### src/hdl/assert_macros.svh
// Assertion macros shared by the retry table modules.
`ifndef ASSERT_MACROS_SVH
`define ASSERT_MACROS_SVH

// Checks a property on every rising edge of clock, ignored while reset is high.
`define AERT_ASSERT(lbl, prop, msg) \
   lbl: assert property (@(posedge clock) disable iff (reset) (prop)) else $error(msg);

// Checks that a condition implies another one in the same cycle.
`define AERT_IMPLY(lbl, cond, conseq, msg) \
   `AERT_ASSERT(lbl, (cond) |-> (conseq), msg)

`endif

### src/hdl/aert_pkg.sv
`default_nettype none

package aert_pkg;

   localparam int TABLE_SLOTS_DEF = 8;
   localparam int RETRY_LIMIT_DEF = 6;

   localparam int NOW_W    = 48;
   localparam int SEQ_W    = 32;
   localparam int CNT_W    = 32;
   localparam int NUM_CNT  = 5;
   localparam int DELAY_W  = 14;
   localparam int RETRY_W  = 3;

   localparam logic [NOW_W-1:0] NOW_MAX = '1;
   localparam logic [SEQ_W-1:0] SEQ_MAX = '1;
   localparam logic [SEQ_W-1:0] SEQ_FIRST = 32'd1;

   // Command codes
   localparam logic [2:0] CMD_SUBMIT  = 3'd0;
   localparam logic [2:0] CMD_TICK    = 3'd1;
   localparam logic [2:0] CMD_ACK     = 3'd2;
   localparam logic [2:0] CMD_CLEAR   = 3'd3;
   localparam logic [2:0] CMD_SENDERR = 3'd4;

   localparam logic KIND_DETECTED = 1'b0;
   localparam logic KIND_CLEARED  = 1'b1;

   // Result status codes
   localparam logic [2:0] RS_OK        = 3'd0;
   localparam logic [2:0] RS_INVALID   = 3'd1;
   localparam logic [2:0] RS_FULL      = 3'd2;
   localparam logic [2:0] RS_SEQ_EXH   = 3'd3;
   localparam logic [2:0] RS_ACK_MATCH = 3'd4;
   localparam logic [2:0] RS_ACK_MISS  = 3'd5;
   localparam logic [2:0] RS_DONE      = 3'd6;

   // Error counter indexes
   localparam logic [2:0] CNT_FULL    = 3'd0;
   localparam logic [2:0] CNT_RETRY   = 3'd1;
   localparam logic [2:0] CNT_SENDERR = 3'd2;
   localparam logic [2:0] CNT_UNCONF  = 3'd3;
   localparam logic [2:0] CNT_SEQEX   = 3'd4;

   // Configuration register indexes
   localparam logic REG_BOOT_ID    = 1'b0;
   localparam logic REG_LINK_READY = 1'b1;

   typedef enum logic [2:0] {
      OP_SUBMIT,
      OP_INVALID,
      OP_TICK,
      OP_ACK,
      OP_ACK_NOBOOT,
      OP_CLEAR,
      OP_SENDERR
   } op_type;

   typedef enum logic [2:0] {
      S_IDLE,
      S_EXEC,
      S_SCAN,
      S_EMIT,
      S_WAITRD,
      S_LOAD
   } state_type;

   typedef struct packed {
      op_type            op;
      logic              level;
      logic [NOW_W-1:0]  now;
      logic [SEQ_W-1:0]  ack_seq;
      logic [2:0]        sel;
   } job_type;

   typedef struct packed {
      logic [SEQ_W-1:0]   seq;
      logic               level;
      logic [NOW_W-1:0]   due;
      logic [RETRY_W-1:0] retries;
   } slot_type;

   typedef struct packed {
      logic               level;
      logic [SEQ_W-1:0]   seq;
   } pkt_type;

   typedef struct packed {
      logic              is_packet;
      logic [SEQ_W-1:0]  packet_sequence;
      logic              packet_level;
      logic [2:0]        status;
      logic [3:0]        pending_count;
      logic [NOW_W-1:0]  next_deadline;
      logic              level_valid;
      logic              level_now;
      logic [CNT_W-1:0]  counter_value;
      logic              last;
   } rsp_type;

   // Retry delay in milliseconds, doubling from 250 ms up to a cap of 8000 ms.
   function automatic logic [DELAY_W-1:0] delay_ms(input logic [RETRY_W-1:0] idx);
      logic [DELAY_W-1:0] d;
      case (idx)
         3'd0:    d = 14'd250;
         3'd1:    d = 14'd500;
         3'd2:    d = 14'd1000;
         3'd3:    d = 14'd2000;
         3'd4:    d = 14'd4000;
         default: d = 14'd8000;
      endcase
      return d;
   endfunction

   function automatic logic [NOW_W-1:0] due_after(input logic [NOW_W-1:0] now,
                                                  input logic [DELAY_W-1:0] dly);
      logic [NOW_W:0] sum;
      sum = {1'b0, now} + {{(NOW_W+1-DELAY_W){1'b0}}, dly};
      return sum[NOW_W] ? NOW_MAX : sum[NOW_W-1:0];
   endfunction

endpackage

`default_nettype wire

### src/hdl/aert_ram.sv
`default_nettype none

module aert_ram #(
   parameter int WIDTH = 8,
   parameter int DEPTH = 8,
   localparam int AW = (DEPTH > 1) ? $clog2(DEPTH) : 1
) (
   input  wire logic             clock,
   input  wire logic             wr_en,
   input  wire logic [AW-1:0]    wr_addr,
   input  wire logic [WIDTH-1:0] wr_data,
   input  wire logic [AW-1:0]    rd_addr,
   output logic      [WIDTH-1:0] rd_data
);

   logic [WIDTH-1:0] mem_ff [DEPTH];

   always_ff @(posedge clock) begin
      if (wr_en) begin
         mem_ff[wr_addr] <= wr_data;
      end
      rd_data <= mem_ff[rd_addr];
   end

endmodule

`default_nettype wire

### src/hdl/aert_front.sv
`default_nettype none
`include "assert_macros.svh"

module aert_front
   import aert_pkg::*;
(
   input  wire logic              clock,
   input  wire logic              reset,
   input  wire logic              req_tvalid,
   output logic                   req_tready,
   input  wire logic [2:0]        cmd,
   input  wire logic              event_kind,
   input  wire logic              event_level,
   input  wire logic [NOW_W-1:0]  now_ms,
   input  wire logic [SEQ_W-1:0]  ack_boot_id,
   input  wire logic [SEQ_W-1:0]  ack_sequence,
   input  wire logic [2:0]        counter_select,
   input  wire logic [SEQ_W-1:0]  boot_id,
   input  wire logic              pop,
   output logic                   empty,
   output job_type                job
);

   job_type    q_ff [2];
   logic       wr_ptr_ff, wr_ptr_in;
   logic       rd_ptr_ff, rd_ptr_in;
   logic [1:0] q_cnt_ff, q_cnt_in;
   job_type    cls;
   logic       push;

   always_comb begin
      cls.level   = event_level;
      cls.now     = now_ms;
      cls.ack_seq = ack_sequence;
      cls.sel     = counter_select;
      case (cmd)
         CMD_SUBMIT: begin
            if ((event_kind == KIND_DETECTED && event_level) ||
                (event_kind == KIND_CLEARED && !event_level)) begin
               cls.op = OP_SUBMIT;
            end else begin
               cls.op = OP_INVALID;
            end
         end
         CMD_TICK:    cls.op = OP_TICK;
         CMD_ACK:     cls.op = (ack_boot_id == boot_id) ? OP_ACK : OP_ACK_NOBOOT;
         CMD_CLEAR:   cls.op = OP_CLEAR;
         CMD_SENDERR: cls.op = OP_SENDERR;
         default:     cls.op = OP_INVALID;
      endcase
   end

   assign req_tready = (q_cnt_ff != 2'd2);
   assign push       = req_tvalid && req_tready;
   assign empty      = (q_cnt_ff == 2'd0);
   assign job        = q_ff[rd_ptr_ff];

   always_comb begin
      wr_ptr_in = push ? !wr_ptr_ff : wr_ptr_ff;
      rd_ptr_in = pop ? !rd_ptr_ff : rd_ptr_ff;
      q_cnt_in  = q_cnt_ff + {1'b0, push} - {1'b0, pop};
   end

   always_ff @(posedge clock) begin
      if (reset) begin
         wr_ptr_ff <= 1'b0;
         rd_ptr_ff <= 1'b0;
         q_cnt_ff  <= 2'd0;
      end else begin
         wr_ptr_ff <= wr_ptr_in;
         rd_ptr_ff <= rd_ptr_in;
         q_cnt_ff  <= q_cnt_in;
      end
      if (push) begin
         q_ff[wr_ptr_ff] <= cls;
      end
   end

   `AERT_ASSERT(a_q_bound, q_cnt_ff <= 2'd2, "queue count out of range")
   `AERT_IMPLY(a_no_pop_empty, pop, q_cnt_ff != 2'd0, "pop from empty queue")

endmodule

`default_nettype wire

### src/hdl/aert_back.sv
`default_nettype none
`include "assert_macros.svh"

module aert_back
   import aert_pkg::*;
#(
   parameter int TABLE_SLOTS = TABLE_SLOTS_DEF,
   parameter int RETRY_LIMIT = RETRY_LIMIT_DEF
) (
   input  wire logic    clock,
   input  wire logic    reset,
   input  wire logic    link_ready,
   input  wire logic    q_empty,
   input  job_type      q_job,
   output logic         pop,
   output logic         rsp_valid,
   input  wire logic    rsp_ready,
   output rsp_type      rsp
);

   localparam int IW = (TABLE_SLOTS > 1) ? $clog2(TABLE_SLOTS) : 1;
   localparam int CW = $clog2(TABLE_SLOTS + 1);
   localparam int SW = $bits(slot_type);
   localparam int PW = $bits(pkt_type);
   localparam logic [RETRY_W-1:0] LIMIT   = RETRY_W'(RETRY_LIMIT);
   localparam logic [RETRY_W-1:0] TOP_IDX = RETRY_W'(RETRY_LIMIT - 1);

   state_type        state_ff, state_in;
   job_type          job_ff, job_in;
   logic [TABLE_SLOTS-1:0] used_ff, used_in;
   logic [SEQ_W-1:0] next_seq_ff, next_seq_in;
   logic             seq_done_ff, seq_done_in;
   logic             lvl_valid_ff, lvl_valid_in;
   logic             lvl_ff, lvl_in;
   logic [CNT_W-1:0] err_ff [NUM_CNT];
   logic [CNT_W-1:0] err_in [NUM_CNT];
   logic [NUM_CNT-1:0] bump;
   logic [CW-1:0]    scan_ff, scan_in;
   logic             proc_vld_ff, proc_vld_in;
   logic [IW-1:0]    proc_idx_ff, proc_idx_in;
   logic [CW-1:0]    pend_ff, pend_in;
   logic [NOW_W-1:0] dl_ff, dl_in;
   logic             found_ff, found_in;
   logic [2:0]       status_ff, status_in;
   logic [SEQ_W-1:0] st_seq_ff, st_seq_in;
   logic             st_lvl_ff, st_lvl_in;
   logic [CW-1:0]    pkt_cnt_ff, pkt_cnt_in;
   logic [CW-1:0]    emit_idx_ff, emit_idx_in;
   logic             rsp_valid_ff, rsp_valid_in;
   rsp_type          rsp_ff, rsp_in;

   logic             slot_we;
   logic [IW-1:0]    slot_waddr, slot_raddr;
   slot_type         slot_wdata, slot_rdata;
   logic [SW-1:0]    slot_rbits;
   logic             pkt_we;
   pkt_type          pkt_wdata, pkt_rdata;
   logic [PW-1:0]    pkt_rbits;

   logic             free_any;
   logic [IW-1:0]    free_idx;
   logic             out_free;
   logic [CW+3:0]    pend_ext;
   logic [RETRY_W-1:0] nr, ridx;
   logic [NOW_W-1:0] new_due;
   logic [CNT_W-1:0] cv;

   aert_ram #(.WIDTH(SW), .DEPTH(TABLE_SLOTS)) u_slots (
      .clock   (clock),
      .wr_en   (slot_we),
      .wr_addr (slot_waddr),
      .wr_data (slot_wdata),
      .rd_addr (slot_raddr),
      .rd_data (slot_rbits)
   );

   aert_ram #(.WIDTH(PW), .DEPTH(TABLE_SLOTS)) u_pkts (
      .clock   (clock),
      .wr_en   (pkt_we),
      .wr_addr (pkt_cnt_ff[IW-1:0]),
      .wr_data (pkt_wdata),
      .rd_addr (emit_idx_ff[IW-1:0]),
      .rd_data (pkt_rbits)
   );

   assign slot_rdata = slot_type'(slot_rbits);
   assign pkt_rdata  = pkt_type'(pkt_rbits);
   assign slot_raddr = scan_ff[IW-1:0];

   // First free slot in index order.
   always_comb begin
      free_any = 1'b0;
      free_idx = '0;
      for (int i = TABLE_SLOTS - 1; i >= 0; i--) begin
         if (!used_ff[i]) begin
            free_any = 1'b1;
            free_idx = IW'(i);
         end
      end
   end

   assign nr      = slot_rdata.retries + 1'b1;
   assign ridx    = (nr > TOP_IDX) ? TOP_IDX : nr;
   assign new_due = due_after(job_ff.now, delay_ms(ridx));
   assign out_free = !rsp_valid_ff || rsp_ready;
   assign pend_ext = (CW + 4)'(pend_ff);

   always_comb begin
      case (job_ff.sel)
         CNT_FULL:    cv = err_ff[0];
         CNT_RETRY:   cv = err_ff[1];
         CNT_SENDERR: cv = err_ff[2];
         CNT_UNCONF:  cv = err_ff[3];
         CNT_SEQEX:   cv = err_ff[4];
         default:     cv = '0;
      endcase
   end

   always_comb begin
      state_in     = state_ff;
      job_in       = job_ff;
      used_in      = used_ff;
      next_seq_in  = next_seq_ff;
      seq_done_in  = seq_done_ff;
      lvl_valid_in = lvl_valid_ff;
      lvl_in       = lvl_ff;
      bump         = '0;
      scan_in      = scan_ff;
      proc_vld_in  = 1'b0;
      proc_idx_in  = proc_idx_ff;
      pend_in      = pend_ff;
      dl_in        = dl_ff;
      found_in     = found_ff;
      status_in    = status_ff;
      st_seq_in    = st_seq_ff;
      st_lvl_in    = st_lvl_ff;
      pkt_cnt_in   = pkt_cnt_ff;
      emit_idx_in  = emit_idx_ff;
      rsp_valid_in = rsp_valid_ff && !rsp_ready;
      rsp_in       = rsp_ff;
      pop          = 1'b0;
      slot_we      = 1'b0;
      slot_waddr   = proc_idx_ff;
      slot_wdata   = slot_rdata;
      pkt_we       = 1'b0;
      pkt_wdata    = '{level: slot_rdata.level, seq: slot_rdata.seq};

      // Result of the slot read issued in the previous cycle.
      if (proc_vld_ff) begin
         if (used_ff[proc_idx_ff]) begin
            if (job_ff.op == OP_TICK && job_ff.now >= slot_rdata.due) begin
               if (slot_rdata.retries >= LIMIT) begin
                  used_in[proc_idx_ff] = 1'b0;
                  bump[CNT_RETRY]      = 1'b1;
               end else begin
                  if (link_ready) begin
                     pkt_we     = 1'b1;
                     pkt_cnt_in = pkt_cnt_ff + 1'b1;
                  end else begin
                     bump[CNT_UNCONF] = 1'b1;
                  end
                  slot_we            = 1'b1;
                  slot_wdata.due     = new_due;
                  slot_wdata.retries = nr;
                  pend_in            = pend_ff + 1'b1;
                  if (new_due < dl_ff) begin
                     dl_in = new_due;
                  end
               end
            end else if (job_ff.op == OP_ACK && !found_ff &&
                         slot_rdata.seq == job_ff.ack_seq) begin
               used_in[proc_idx_ff] = 1'b0;
               found_in             = 1'b1;
               status_in            = RS_ACK_MATCH;
            end else begin
               pend_in = pend_ff + 1'b1;
               if (slot_rdata.due < dl_ff) begin
                  dl_in = slot_rdata.due;
               end
            end
         end
      end

      case (state_ff)
         S_IDLE: begin
            if (!q_empty) begin
               pop         = 1'b1;
               job_in      = q_job;
               // The packet buffer of a new item starts at entry zero.
               pkt_cnt_in  = '0;
               emit_idx_in = '0;
               state_in    = S_EXEC;
            end
         end
         S_EXEC: begin
            scan_in     = '0;
            pend_in     = '0;
            dl_in       = NOW_MAX;
            found_in    = 1'b0;
            emit_idx_in = '0;
            pkt_cnt_in  = '0;
            st_seq_in   = '0;
            st_lvl_in   = 1'b0;
            state_in    = S_SCAN;
            case (job_ff.op)
               OP_SUBMIT: begin
                  lvl_valid_in = 1'b1;
                  lvl_in       = job_ff.level;
                  if (!free_any) begin
                     bump[CNT_FULL] = 1'b1;
                     status_in      = RS_FULL;
                  end else if (seq_done_ff) begin
                     bump[CNT_SEQEX] = 1'b1;
                     status_in       = RS_SEQ_EXH;
                  end else begin
                     if (next_seq_ff == SEQ_MAX) begin
                        seq_done_in = 1'b1;
                     end else begin
                        next_seq_in = next_seq_ff + 1'b1;
                     end
                     used_in[free_idx] = 1'b1;
                     slot_we    = 1'b1;
                     slot_waddr = free_idx;
                     slot_wdata = '{seq: next_seq_ff, level: job_ff.level,
                                    due: due_after(job_ff.now, delay_ms('0)),
                                    retries: '0};
                     pkt_wdata  = '{level: job_ff.level, seq: next_seq_ff};
                     if (link_ready) begin
                        pkt_we     = 1'b1;
                        pkt_cnt_in = CW'(1);
                     end else begin
                        bump[CNT_UNCONF] = 1'b1;
                     end
                     status_in = RS_OK;
                     st_seq_in = next_seq_ff;
                     st_lvl_in = job_ff.level;
                  end
               end
               OP_TICK:       status_in = RS_DONE;
               OP_ACK:        status_in = RS_ACK_MISS;
               OP_ACK_NOBOOT: status_in = RS_ACK_MISS;
               OP_CLEAR: begin
                  used_in   = '0;
                  status_in = RS_DONE;
               end
               OP_SENDERR: begin
                  bump[CNT_SENDERR] = 1'b1;
                  status_in         = RS_DONE;
               end
               default:       status_in = RS_INVALID;
            endcase
         end
         S_SCAN: begin
            if (scan_ff < CW'(TABLE_SLOTS)) begin
               proc_vld_in = 1'b1;
               proc_idx_in = scan_ff[IW-1:0];
               scan_in     = scan_ff + 1'b1;
            end else if (!proc_vld_ff) begin
               state_in = S_EMIT;
            end
         end
         S_EMIT: begin
            if (emit_idx_ff == pkt_cnt_ff) begin
               if (out_free) begin
                  rsp_valid_in           = 1'b1;
                  rsp_in.is_packet       = 1'b0;
                  rsp_in.packet_sequence = st_seq_ff;
                  rsp_in.packet_level    = st_lvl_ff;
                  rsp_in.status          = status_ff;
                  rsp_in.last            = 1'b1;
                  rsp_in.pending_count   = pend_ext[3:0];
                  rsp_in.next_deadline   = dl_ff;
                  rsp_in.level_valid     = lvl_valid_ff;
                  rsp_in.level_now       = lvl_ff;
                  rsp_in.counter_value   = cv;
                  state_in               = S_IDLE;
               end
            end else begin
               state_in = S_WAITRD;
            end
         end
         S_WAITRD: state_in = S_LOAD;
         S_LOAD: begin
            if (out_free) begin
               rsp_valid_in           = 1'b1;
               rsp_in.is_packet       = 1'b1;
               rsp_in.packet_sequence = pkt_rdata.seq;
               rsp_in.packet_level    = pkt_rdata.level;
               rsp_in.status          = RS_OK;
               rsp_in.last            = 1'b0;
               rsp_in.pending_count   = pend_ext[3:0];
               rsp_in.next_deadline   = dl_ff;
               rsp_in.level_valid     = lvl_valid_ff;
               rsp_in.level_now       = lvl_ff;
               rsp_in.counter_value   = cv;
               emit_idx_in            = emit_idx_ff + 1'b1;
               state_in               = S_EMIT;
            end
         end
         default: state_in = S_IDLE;
      endcase

      for (int k = 0; k < NUM_CNT; k++) begin
         err_in[k] = (bump[k] && err_ff[k] != '1) ? err_ff[k] + 1'b1 : err_ff[k];
      end
   end

   always_ff @(posedge clock) begin
      if (reset) begin
         state_ff     <= S_IDLE;
         used_ff      <= '0;
         next_seq_ff  <= SEQ_FIRST;
         seq_done_ff  <= 1'b0;
         lvl_valid_ff <= 1'b0;
         lvl_ff       <= 1'b0;
         for (int k = 0; k < NUM_CNT; k++) begin
            err_ff[k] <= '0;
         end
         scan_ff      <= '0;
         proc_vld_ff  <= 1'b0;
         pkt_cnt_ff   <= '0;
         emit_idx_ff  <= '0;
         rsp_valid_ff <= 1'b0;
      end else begin
         state_ff     <= state_in;
         used_ff      <= used_in;
         next_seq_ff  <= next_seq_in;
         seq_done_ff  <= seq_done_in;
         lvl_valid_ff <= lvl_valid_in;
         lvl_ff       <= lvl_in;
         for (int k = 0; k < NUM_CNT; k++) begin
            err_ff[k] <= err_in[k];
         end
         scan_ff      <= scan_in;
         proc_vld_ff  <= proc_vld_in;
         pkt_cnt_ff   <= pkt_cnt_in;
         emit_idx_ff  <= emit_idx_in;
         rsp_valid_ff <= rsp_valid_in;
      end
      job_ff      <= job_in;
      proc_idx_ff <= proc_idx_in;
      pend_ff     <= pend_in;
      dl_ff       <= dl_in;
      found_ff    <= found_in;
      status_ff   <= status_in;
      st_seq_ff   <= st_seq_in;
      st_lvl_ff   <= st_lvl_in;
      rsp_ff      <= rsp_in;
   end

   assign rsp_valid = rsp_valid_ff;
   assign rsp       = rsp_ff;

   `AERT_IMPLY(a_idle_drained, state_ff == S_IDLE, emit_idx_ff == pkt_cnt_ff,
               "item left with packets not delivered")
   `AERT_ASSERT(a_pkt_bound, pkt_cnt_ff <= CW'(TABLE_SLOTS),
                "more packets buffered than slots")
   `AERT_IMPLY(a_empty_deadline, state_ff == S_EMIT && pend_ff == '0, dl_ff == NOW_MAX,
               "deadline set with no pending slot")

endmodule

`default_nettype wire

### src/hdl/acked_event_retry_table.sv
// Channel   Direction  Handshake                Payload
// req_      in         req_tvalid/req_tready    tuser: cmd; tdata: event fields, time, ack
// rsp_      out        rsp_tvalid/rsp_tready    tuser: is_packet; tdata: result; tlast: last
// csr_      in         csr_we (no wait)         csr_addr, csr_wdata
//
// The back takes one item at a time: it reads every slot record in turn from the
// slot memory, then emits each transmitted packet and then the item's result.
// A two-item queue lets the front accept items while the back is busy.
// The output register holds a result until rsp_tready; the next result waits meanwhile.
// Synchronous reset empties the table and resets counters; no clearing pass is needed.
`default_nettype none

module acked_event_retry_table
   import aert_pkg::*;
#(
   parameter int TABLE_SLOTS = TABLE_SLOTS_DEF,
   parameter int RETRY_LIMIT = RETRY_LIMIT_DEF
) (
   input  wire logic          clock,
   input  wire logic          reset,
   input  wire logic          req_tvalid,
   output logic               req_tready,
   // cmd[2:0]
   input  wire logic [2:0]    req_tuser,
   // event_kind, event_level, now_ms[47:0], ack_boot_id[31:0], ack_sequence[31:0],
   // counter_select[2:0], zero fill
   input  wire logic [119:0]  req_tdata,
   output logic               rsp_tvalid,
   input  wire logic          rsp_tready,
   // is_packet
   output logic               rsp_tuser,
   // packet_sequence[31:0], packet_level, status[2:0], pending_count[3:0],
   // next_deadline[47:0], level_valid, level_now, counter_value[31:0], zero fill
   output logic [127:0]       rsp_tdata,
   output logic               rsp_tlast,
   input  wire logic          csr_we,
   input  wire logic          csr_addr,
   input  wire logic [31:0]   csr_wdata
);

   logic [SEQ_W-1:0] boot_id_ff;
   logic             link_ready_ff;
   logic             pop, q_empty;
   job_type          q_job;
   rsp_type          rsp;

   always_ff @(posedge clock) begin
      if (reset) begin
         boot_id_ff    <= '0;
         link_ready_ff <= 1'b1;
      end else if (csr_we) begin
         case (csr_addr)
            REG_BOOT_ID:    boot_id_ff    <= csr_wdata;
            REG_LINK_READY: link_ready_ff <= csr_wdata[0];
            default:        boot_id_ff    <= boot_id_ff;
         endcase
      end
   end

   aert_front u_front (
      .clock          (clock),
      .reset          (reset),
      .req_tvalid     (req_tvalid),
      .req_tready     (req_tready),
      .cmd            (req_tuser),
      .event_kind     (req_tdata[0]),
      .event_level    (req_tdata[1]),
      .now_ms         (req_tdata[49:2]),
      .ack_boot_id    (req_tdata[81:50]),
      .ack_sequence   (req_tdata[113:82]),
      .counter_select (req_tdata[116:114]),
      .boot_id        (boot_id_ff),
      .pop            (pop),
      .empty          (q_empty),
      .job            (q_job)
   );

   aert_back #(
      .TABLE_SLOTS (TABLE_SLOTS),
      .RETRY_LIMIT (RETRY_LIMIT)
   ) u_back (
      .clock      (clock),
      .reset      (reset),
      .link_ready (link_ready_ff),
      .q_empty    (q_empty),
      .q_job      (q_job),
      .pop        (pop),
      .rsp_valid  (rsp_tvalid),
      .rsp_ready  (rsp_tready),
      .rsp        (rsp)
   );

   assign rsp_tuser = rsp.is_packet;
   assign rsp_tlast = rsp.last;
   assign rsp_tdata = {6'd0, rsp.counter_value, rsp.level_now, rsp.level_valid,
                       rsp.next_deadline, rsp.pending_count, rsp.status,
                       rsp.packet_level, rsp.packet_sequence};

endmodule

`default_nettype wire

### config.mk
export PLATFORM = sky130hd
export DESIGN_NAME = acked_event_retry_table
export DESIGN_NICKNAME = d
export VERILOG_FILES = /design/src/hdl/aert_pkg.sv /design/src/hdl/aert_ram.sv /design/src/hdl/aert_front.sv /design/src/hdl/aert_back.sv /design/src/hdl/acked_event_retry_table.sv
export VERILOG_INCLUDE_DIRS = /design/src /design/src/hdl
export SDC_FILE = /design/constraint.sdc
export NUM_CORES = 2
export LEC_CHECK = 0
export BUFFER_PORTS_ARGS = -buffer_cell sky130_fd_sc_hd__buf_2
export CAP_MARGIN = 20
export CORE_AREA = 2 2 331 465
export CTS_CLUSTER_DIAMETER = 30
export CTS_CLUSTER_SIZE = 10
export DETAILED_ROUTE_END_ITERATION = 16
export DIE_AREA = 0 0 333 467
export GPL_ROUTABILITY_DRIVEN = 0
export PLACE_DENSITY = 0.66
export SLEW_MARGIN = 30
export SYNTH_ARGS = -nofsm -noshare
export SYNTH_HDL_FRONTEND = slang
export SYNTH_SLANG_ARGS = --single-unit
### constraint.sdc
create_clock -name clock -period 13.05 [get_ports clock]
set_input_delay 2.61 -clock clock [delete_from_list [all_inputs] [get_ports clock]]
set_output_delay 2.61 -clock clock [all_outputs]
set_load 0.05 [all_outputs]
Word level (Yosys, flattened, before mapping)
Memories as Yosys holds them, arrays and structs flattened. A register that Yosys moved wholly into a read port is not among the register bits.
Index checks and enable logic that the tools add are counted.
{"block": "totals", "n_memories": 4, "regBits": 313, "wordCells": 339, "rom_bits": 0, "ramBits": 1270, "latch_bits": 0, "output_inout_bits": 132}
{"block": "classes", "n_mul": 0, "add_sub_neg": 15, "magnitude_cmp": 10, "reduce_logical": 54, "bitwise_logic": 17, "eq_ne": 44, "mux": 162, "shift": 0, "div": 0}
{"memory": "u_back.u_slots.mem_ff", "words": 8, "word_bits": 84, "read_ports": 1, "rd_ports_with_merged_regs": 1, "write_ports": 1, "line_no": "aert_ram.sv:16", "text": "logic [WIDTH-1:0] mem_ff [DEPTH];"}
{"memory": "u_back.u_pkts.mem_ff", "words": 8, "word_bits": 33, "read_ports": 1, "rd_ports_with_merged_regs": 1, "write_ports": 1, "line_no": "aert_ram.sv:16"}
{"memory": "u_front.q_ff", "words": 2, "word_bits": 87, "read_ports": 1, "rd_ports_with_merged_regs": 1, "write_ports": 1, "line_no": "aert_front.sv:24", "text": "job_type q_ff [2];"}
{"memory": "u_back.err_ff", "words": 5, "word_bits": 32, "read_ports": 5, "rd_ports_with_merged_regs": 0, "write_ports": 5, "line_no": "aert_back.sv:35", "text": "logic [CNT_W-1:0] err_ff [NUM_CNT];"}
{"cell": "$mux W124", "count": 3}
{"cell": "$mux W48", "count": 7}
{"cell": "$mux W84", "count": 4}
{"cell": "$mux W32", "count": 10}
{"cell": "$pmux W124 S2", "count": 1}
{"cell": "$mux W51", "count": 4}
{"cell": "$add A32 B1 Y32 const B", "count": 6}
{"cell": "$ne A32 B32 Y1 const B", "count": 5}
{"cell": "$pmux W32 S5", "count": 1}
{"cell": "$mux W33", "count": 4}
{"cell": "$lt A48 B48 Y1", "count": 2}
{"cell": "$mux W3", "count": 27}
{"cell": "$pmux W13 S5", "count": 1}
{"cell": "$eq A32 B32 Y1", "count": 2}
{"cell": "$mux W8", "count": 8}
{"cell": "$mux W1", "count": 63}
{"cell": "$mux W4", "count": 15}
{"cell": "$add A48 B13 Y49", "count": 1}
{"cell": "$add A48 B8 Y49 const B", "count": 1}
{"cell": "$ge A48 B48 Y1", "count": 1}
{"cell": "$eq A32 B32 Y1 const B", "count": 1}
{"cell": "$eq A3 B2 Y1 const B", "count": 10}
{"cell": "$eq A3 B3 Y1 const B", "count": 8}
{"cell": "$pmux W3 S6", "count": 1}
{"cell": "other kinds (42)", "count": 116}

Logic depth before layout (Yosys ltp)
{"block": "logic_depth", "word_depth": 17, "mapped_depth": 27, "mapped_depth_nobuf": 23}

Cells and area by module
A second synthesis with hierarchy kept.
{"block": "unflattened", "cells_unflattened": 5271, "hier_area_um2": 75572.5}
{"module": "aert_back", "instances": 1, "area_per_inst_um2": 29403.2, "cells_each": 3272}
{"module": "aert_ram (u_back.u_slots)", "instances": 1, "area_per_inst_um2": 26944.6, "cells_each": 1068}
{"module": "aert_ram (u_back.u_pkts)", "instances": 1, "area_per_inst_um2": 10640.2, "cells_each": 427}
{"module": "aert_front", "instances": 1, "area_per_inst_um2": 6889.1, "cells_each": 349}
{"module": "acked_event_retry_table", "instances": 1, "area_per_inst_um2": 1695.4, "cells_each": 155}

Worst setup path after synthesis
Ideal clock, no wire load.
{"block": "synth_path", "kind": "flip-flop to flip-flop", "from": "register u_back.state_ff[1]", "to": "register u_front.q_cnt_ff[1]", "path_buffers": 1, "setup_ps": 128, "synth_period_minus_slack_ps": 10886, "path_slack_ps": 2164, "arrival_time_ps": 10759, "path_stages_with_launch": 9, "path_cell_list": "dfxtp_1 -> clkbuf_1 -> nor4_1 -> ha_1 -> inv_1 -> ha_1 -> xor2_1 -> xnor2_1 -> nor2_1"}
{"block": "synth_between", "elab_chain_len": 3}
{"element": "from (decl)", "line_no": "aert_back.sv:28", "text": "state_type state_ff, state_in;"}
{"element": "from (signal assigned)", "line_no": "aert_back.sv:325", "text": "state_ff <= state_in;"}
{"element": "$logic_not A3 Y1", "line_no": "aert_back.sv:184", "text": "case (state_ff)"}
{"element": "$mux W1", "line_no": "aert_back.sv:184"}
{"element": "named net pop", "line_no": "acked_event_retry_table.sv:43", "text": "logic pop, q_empty;"}
{"element": "$sub A2 B1 Y2", "line_no": "aert_front.sv:61", "text": "q_cnt_in = q_cnt_ff + {1'b0, push} - {1'b0, pop};"}
{"element": "to (signal assigned)", "line_no": "aert_front.sv:72", "text": "q_cnt_ff <= q_cnt_in;"}
{"element": "to (decl)", "line_no": "aert_front.sv:27", "text": "logic [1:0] q_cnt_ff, q_cnt_in;"}
The timed path passes the listed nets, and every way through them passes these cells.
A chain may end at the register's enable or synchronous reset.

Worst setup path after layout
{"block": "layout_path", "from": "register u_back.u_slots.rd_data[0] (read register of u_back.u_slots.mem_ff)", "to": "register u_back.dl_ff[22]"}
{"block": "layout_between", "elab_chain_len": 10}
{"element": "from (decl)", "line_no": "aert_ram.sv:13", "text": "output logic [WIDTH-1:0] rd_data"}
{"element": "$add A3 B1 Y3", "line_no": "aert_back.sv:102", "text": "assign nr = slot_rdata.retries + 1'b1;"}
{"element": "$gt A3 B3 Y1", "line_no": "aert_back.sv:103", "text": "assign ridx = (nr > TOP_IDX) ? TOP_IDX : nr;"}
{"element": "$mux W3", "line_no": "aert_back.sv:103"}
{"element": "$eq A3 B3 Y1 (tied with other cells)", "line_no": "aert_pkg.sv:104", "text": "case (idx)"}
{"element": "$pmux W13 S5", "line_no": "aert_pkg.sv:104"}
{"element": "$add A48 B13 Y49", "line_no": "aert_pkg.sv:118", "text": "sum = {1'b0, now} + {{(NOW_W+1-DELAY_W){1'b0}}, dly};"}
{"element": "$mux W48", "line_no": "aert_pkg.sv:119", "text": "return sum[NOW_W] ? NOW_MAX : sum[NOW_W-1:0];"}
{"element": "$lt A48 B48 Y1 / $mux W48 (equally long branches)", "line_no": "aert_back.sv:166", "text": "if (new_due < dl_ff) begin"}
{"element": "$ne A2 B2 Y1 (no line) / $mux W48 (equally long branches)"}
{"element": "$reduce_and A6 Y1 (no line) / $mux W48 (equally long branches)"}
{"element": "to (signal assigned)", "line_no": "aert_back.sv:343", "text": "dl_ff <= dl_in;"}
{"element": "to (decl)", "line_no": "aert_back.sv:42", "text": "logic [NOW_W-1:0] dl_ff, dl_in;"}
Parallel ways exist; a longest one is shown, timed or not. The select of a mux whose other input is x is not followed.

==> metrics.csv <==
stage,metric,value,unit
cts,CTS Sinks,1787,
critical_path,WP buf/inv,4,
timing,fmax,122,MHz
place,Placed Area,79100,µm²
timing,final hold vios,0,
floorplan,initial core utilization,49.9,%
pwr,Internal,12.8,mW
critical_path,Critical Path Source Type,register,
detailed_routing,1st-iter DRT viols,4403,
floorplan,chip width,333,µm
floorplan,DIE HEIGHT,467,µm
cts,Root Buffer,clkbuf_16,
timing,setup TNS,0,ns
timing,post-route setup slack,4.84,ns
floorplan,core area,151000,µm²
place,placement-stage worst setup slack,4.90,ns
floorplan,die area,156000,µm²
logic_synthesis,Mapped Area,75300,µm²
pwr,switching share of power,27.9,%
cts,hold-fix buffer count after cts,0,
cts,CTS buffer count,298,
cts,post-CTS sizing,0,
global_routing,vias in the first global route,46400,
flow_run,Max-Cap Viols,0,
detailed_routing,DRC Markers,0,
detailed_routing,final wirelength,194,mm
detailed_routing,drt first pass iters,5,
logic_synthesis,Netlist cell types,91,
critical_path,CP cell instances,inv_1 > ha_1 > nor2_1 > mux2_2 > o21ai_0 > inv_1 > ha_1 > o21ai_0 > and2_1 > a311oi_2 > nor4b_1 > mux2i_1 > inv_1 > ha_1 > nand4_1 > or3_1 > nor4_1 > o21ai_0 > and3_1 > o211a_1 > o21ai_4 > buf_4 > mux2i_1,
layout,fin cells,7749,
timing,fin. max-slew vios,0,
timing,minimum clock period,8.21,ns
global_routing,GRT overflow,0,
critical_path,cell family with most CP delay,compound AO/OA/AOI/OAI gates,
pwr,VDD IR-drop max,175,µV
cts,clock buffer depth,4,
pwr,Clk pwr share,42.4,%
critical_path,worst path arrival time,9.02,ns
detailed_routing,vias per cell,5.97,
pwr,leakage,31.0,nW
layout,"commonest non-fill, non-tap cell in the layout",edfxtp_1,
global_routing,initial antenna violation count,16,
logic_synthesis,Ys Warns,0,
global_routing,Tot GR Track Use,24.8,%
place,Post-DP HPWL,120,mm
detailed_routing,via count,46200,
logic_synthesis,Synth Flop Type,edfxtp_1,
layout,Area Growth Syn to Fin,18.1,%
global_routing,largest net degree at the start of global routing,115,
floorplan,io pins,293,
min_path,worst hold-check path type,register to register,
place,I/O Buffers,283,
logic_synthesis,Syn Inst Count,5147,
cts,clock tree from TritonCTS,done,
timing,Tightest Pin Transition,1.01,ns
cts,postcts setup bufs,0,
cts,H-tree level count,5,
timing,final period utilization,62.9,%
logic_synthesis,number of enable flip-flop cells after synthesis,1360,
pwr,Sequential Power Share,40.9,%
logic_synthesis,share of the synthesized area in the top cell type,54.2,%
place,dpl cells,7224,
layout,fraction of layout instances using a drive strength above 1,24.9,%
critical_path,critical path type,register to register,
timing,hold_ws,0.429,ns
logic_synthesis,Mean Syn Cell Area,14.6,µm²
timing,endpoints failing setup,0,
logic_synthesis,"Async S/R FF share, synth",0,%
timing,RSZ-0062 raised after global routing,no,
cts,Clock transition at path regs,0.05,ns
logic_synthesis,post-synthesis sequential area ratio,65.6,%
layout,Final Net Count,5896,
critical_path,Worst Path Required,13.86,ns
critical_path,Setup crit end kind,register,
timing,clock skew,0.0552,ns
pwr,Psw,4.97,mW
layout,post-route cell area,89000,µm²
logic_synthesis,top post-synthesis cells by area,"edfxtp_1 54%, dfxtp_1 11%, mux4_2 7.0%",
critical_path,Crit Path Max Fanout,17,
floorplan,FP Rows,169,
global_routing,first-pass GRT wire length,289,mm
logic_synthesis,#FFs+latches synth,1787,
pwr,combinational fraction of design power,16.8,%
run_status,status,finished clean,
cts,Worst-Skew Late Latency,0.92,ns
pwr,total power after layout,17.8,mW
critical_path,"slowest stage delay, CP",0.87,ns
detailed_routing,post-route ant nets,0,
pwr,PwrDens,200,nW/µm²
detailed_routing,WL/cell,25.0,µm
layout,"commonest non-fill, non-tap cells in the layout","1,360 x edfxtp_1, 420 x dfxtp_1, 351 x nor2_1, 304 x clkbuf_16, 286 x mux2_2",
logic_synthesis,Synth area leader,edfxtp_1,
layout,Finished Core Util,58.9,%
critical_path,Crit-path slowest cell,nor4_1,
timing,relative slew slack,32.2,%
[logic make-up (layout without fill, tap and decap cells)]
family,count (synthesis),in the layout,share of synthesized area (%)
other cells,1,8,0.00498
buf+inv,409,1038,2.16
xor+xnor,274,274,3.19
mux,569,569,11.9
flops,1787,1787,65.6
simple gates,1277,1277,8.49
fa+ha+maj,172,172,2.87
compound gates,658,658,5.77
[power groups by stage]
| stage | combinational (mW) | clock (mW) | sequential (mW) |
|---|---|---|---|
| after floorplan | 2.01 | 0 | 7.31 |
| after global placement | 2.88 | 0 | 7.37 |
| after detailed placement | 2.94 | 0 | 7.37 |
| after CTS | 2.97 | 7.65 | 7.27 |
| after global routing | 3.25 | 7.91 | 7.31 |
| final | 2.99 | 7.54 | 7.28 |
[area by class of cell]
type                    instances  area (µm²)
clock inverters               139        1620
inverters                     153         577
flip-flops and latches       1787       49400
multi-input cells            2956       24700
well taps                    1966        2460
repair buffers                367        2190
diodes                          2        5.00
clock buffers                 379        8030
fillers                     11600       62000
[cells in the mapped netlist, types with 107 or more instances]
library cell  instances
mux4_2              235
edfxtp_1           1360
nand4_1             107
nand2_1             273
a21oi_1             167
nand3_1             118
clkbuf_1            194
o21ai_0             132
xor2_1              175
inv_1               151
dfxtp_1             427
nor2_1              360
mux2_2              286
ha_1                171
[layer usage]
layer  global-route usage (%)  part of all wire, %  wire length, µm
met5                        0                0.089              172
met4                     8.88                  3.0             5900
met3                     5.16                  7.2            13900
met2                     41.5                   49            95400
met1                     31.9                   41            78700
[worst register-to-register path, cell delays in order (launching register included)]
cell and delay [ns]:
dfxtp_1 0.48, inv_1 0.18, ha_1 0.36, nor2_1 0.08
mux2_2 0.26, o21ai_0 0.44, inv_1 0.10, ha_1 0.40
o21ai_0 0.27, and2_1 0.28, a311oi_2 0.62, nor4b_1 0.39
mux2i_1 0.28, inv_1 0.09, ha_1 0.29, nand4_1 0.08
or3_1 0.38, nor4_1 0.87, o21ai_0 0.35, and3_1 0.29
o211a_1 0.14, o21ai_4 0.74, buf_4 0.48, mux2i_1 0.27
[path summary, 6_finish.rpt]
path | start | endpoint | slack (ns) | cells after the start
max | u_back.u_slots.rd_data[0] | u_back.dl_ff[22] | 4.84 | 23
min | u_back.dl_ff[10] | u_back.rsp[45] | 0.43 | 0
max reg2reg | u_back.u_slots.rd_data[0] | u_back.dl_ff[22] | 4.84 | 23
min reg2reg | u_back.dl_ff[10] | u_back.rsp[45] | 0.43 | 0
[sequential cells by signal, summed over array words and instances (netlist names), 33 cells and up]
signal and flops:
u_back.rsp 124, u_back.job_ff 87, u_front.q_ff 174, u_back.dl_ff 48, u_back.u_slots.mem_ff 672, u_back.u_pkts.mem_ff 264, u_back.err_ff 160, u_back.u_slots.rd_data 84
u_back.u_pkts.rd_data 33
No activity file was read; power rests on OpenSTA's default activity.
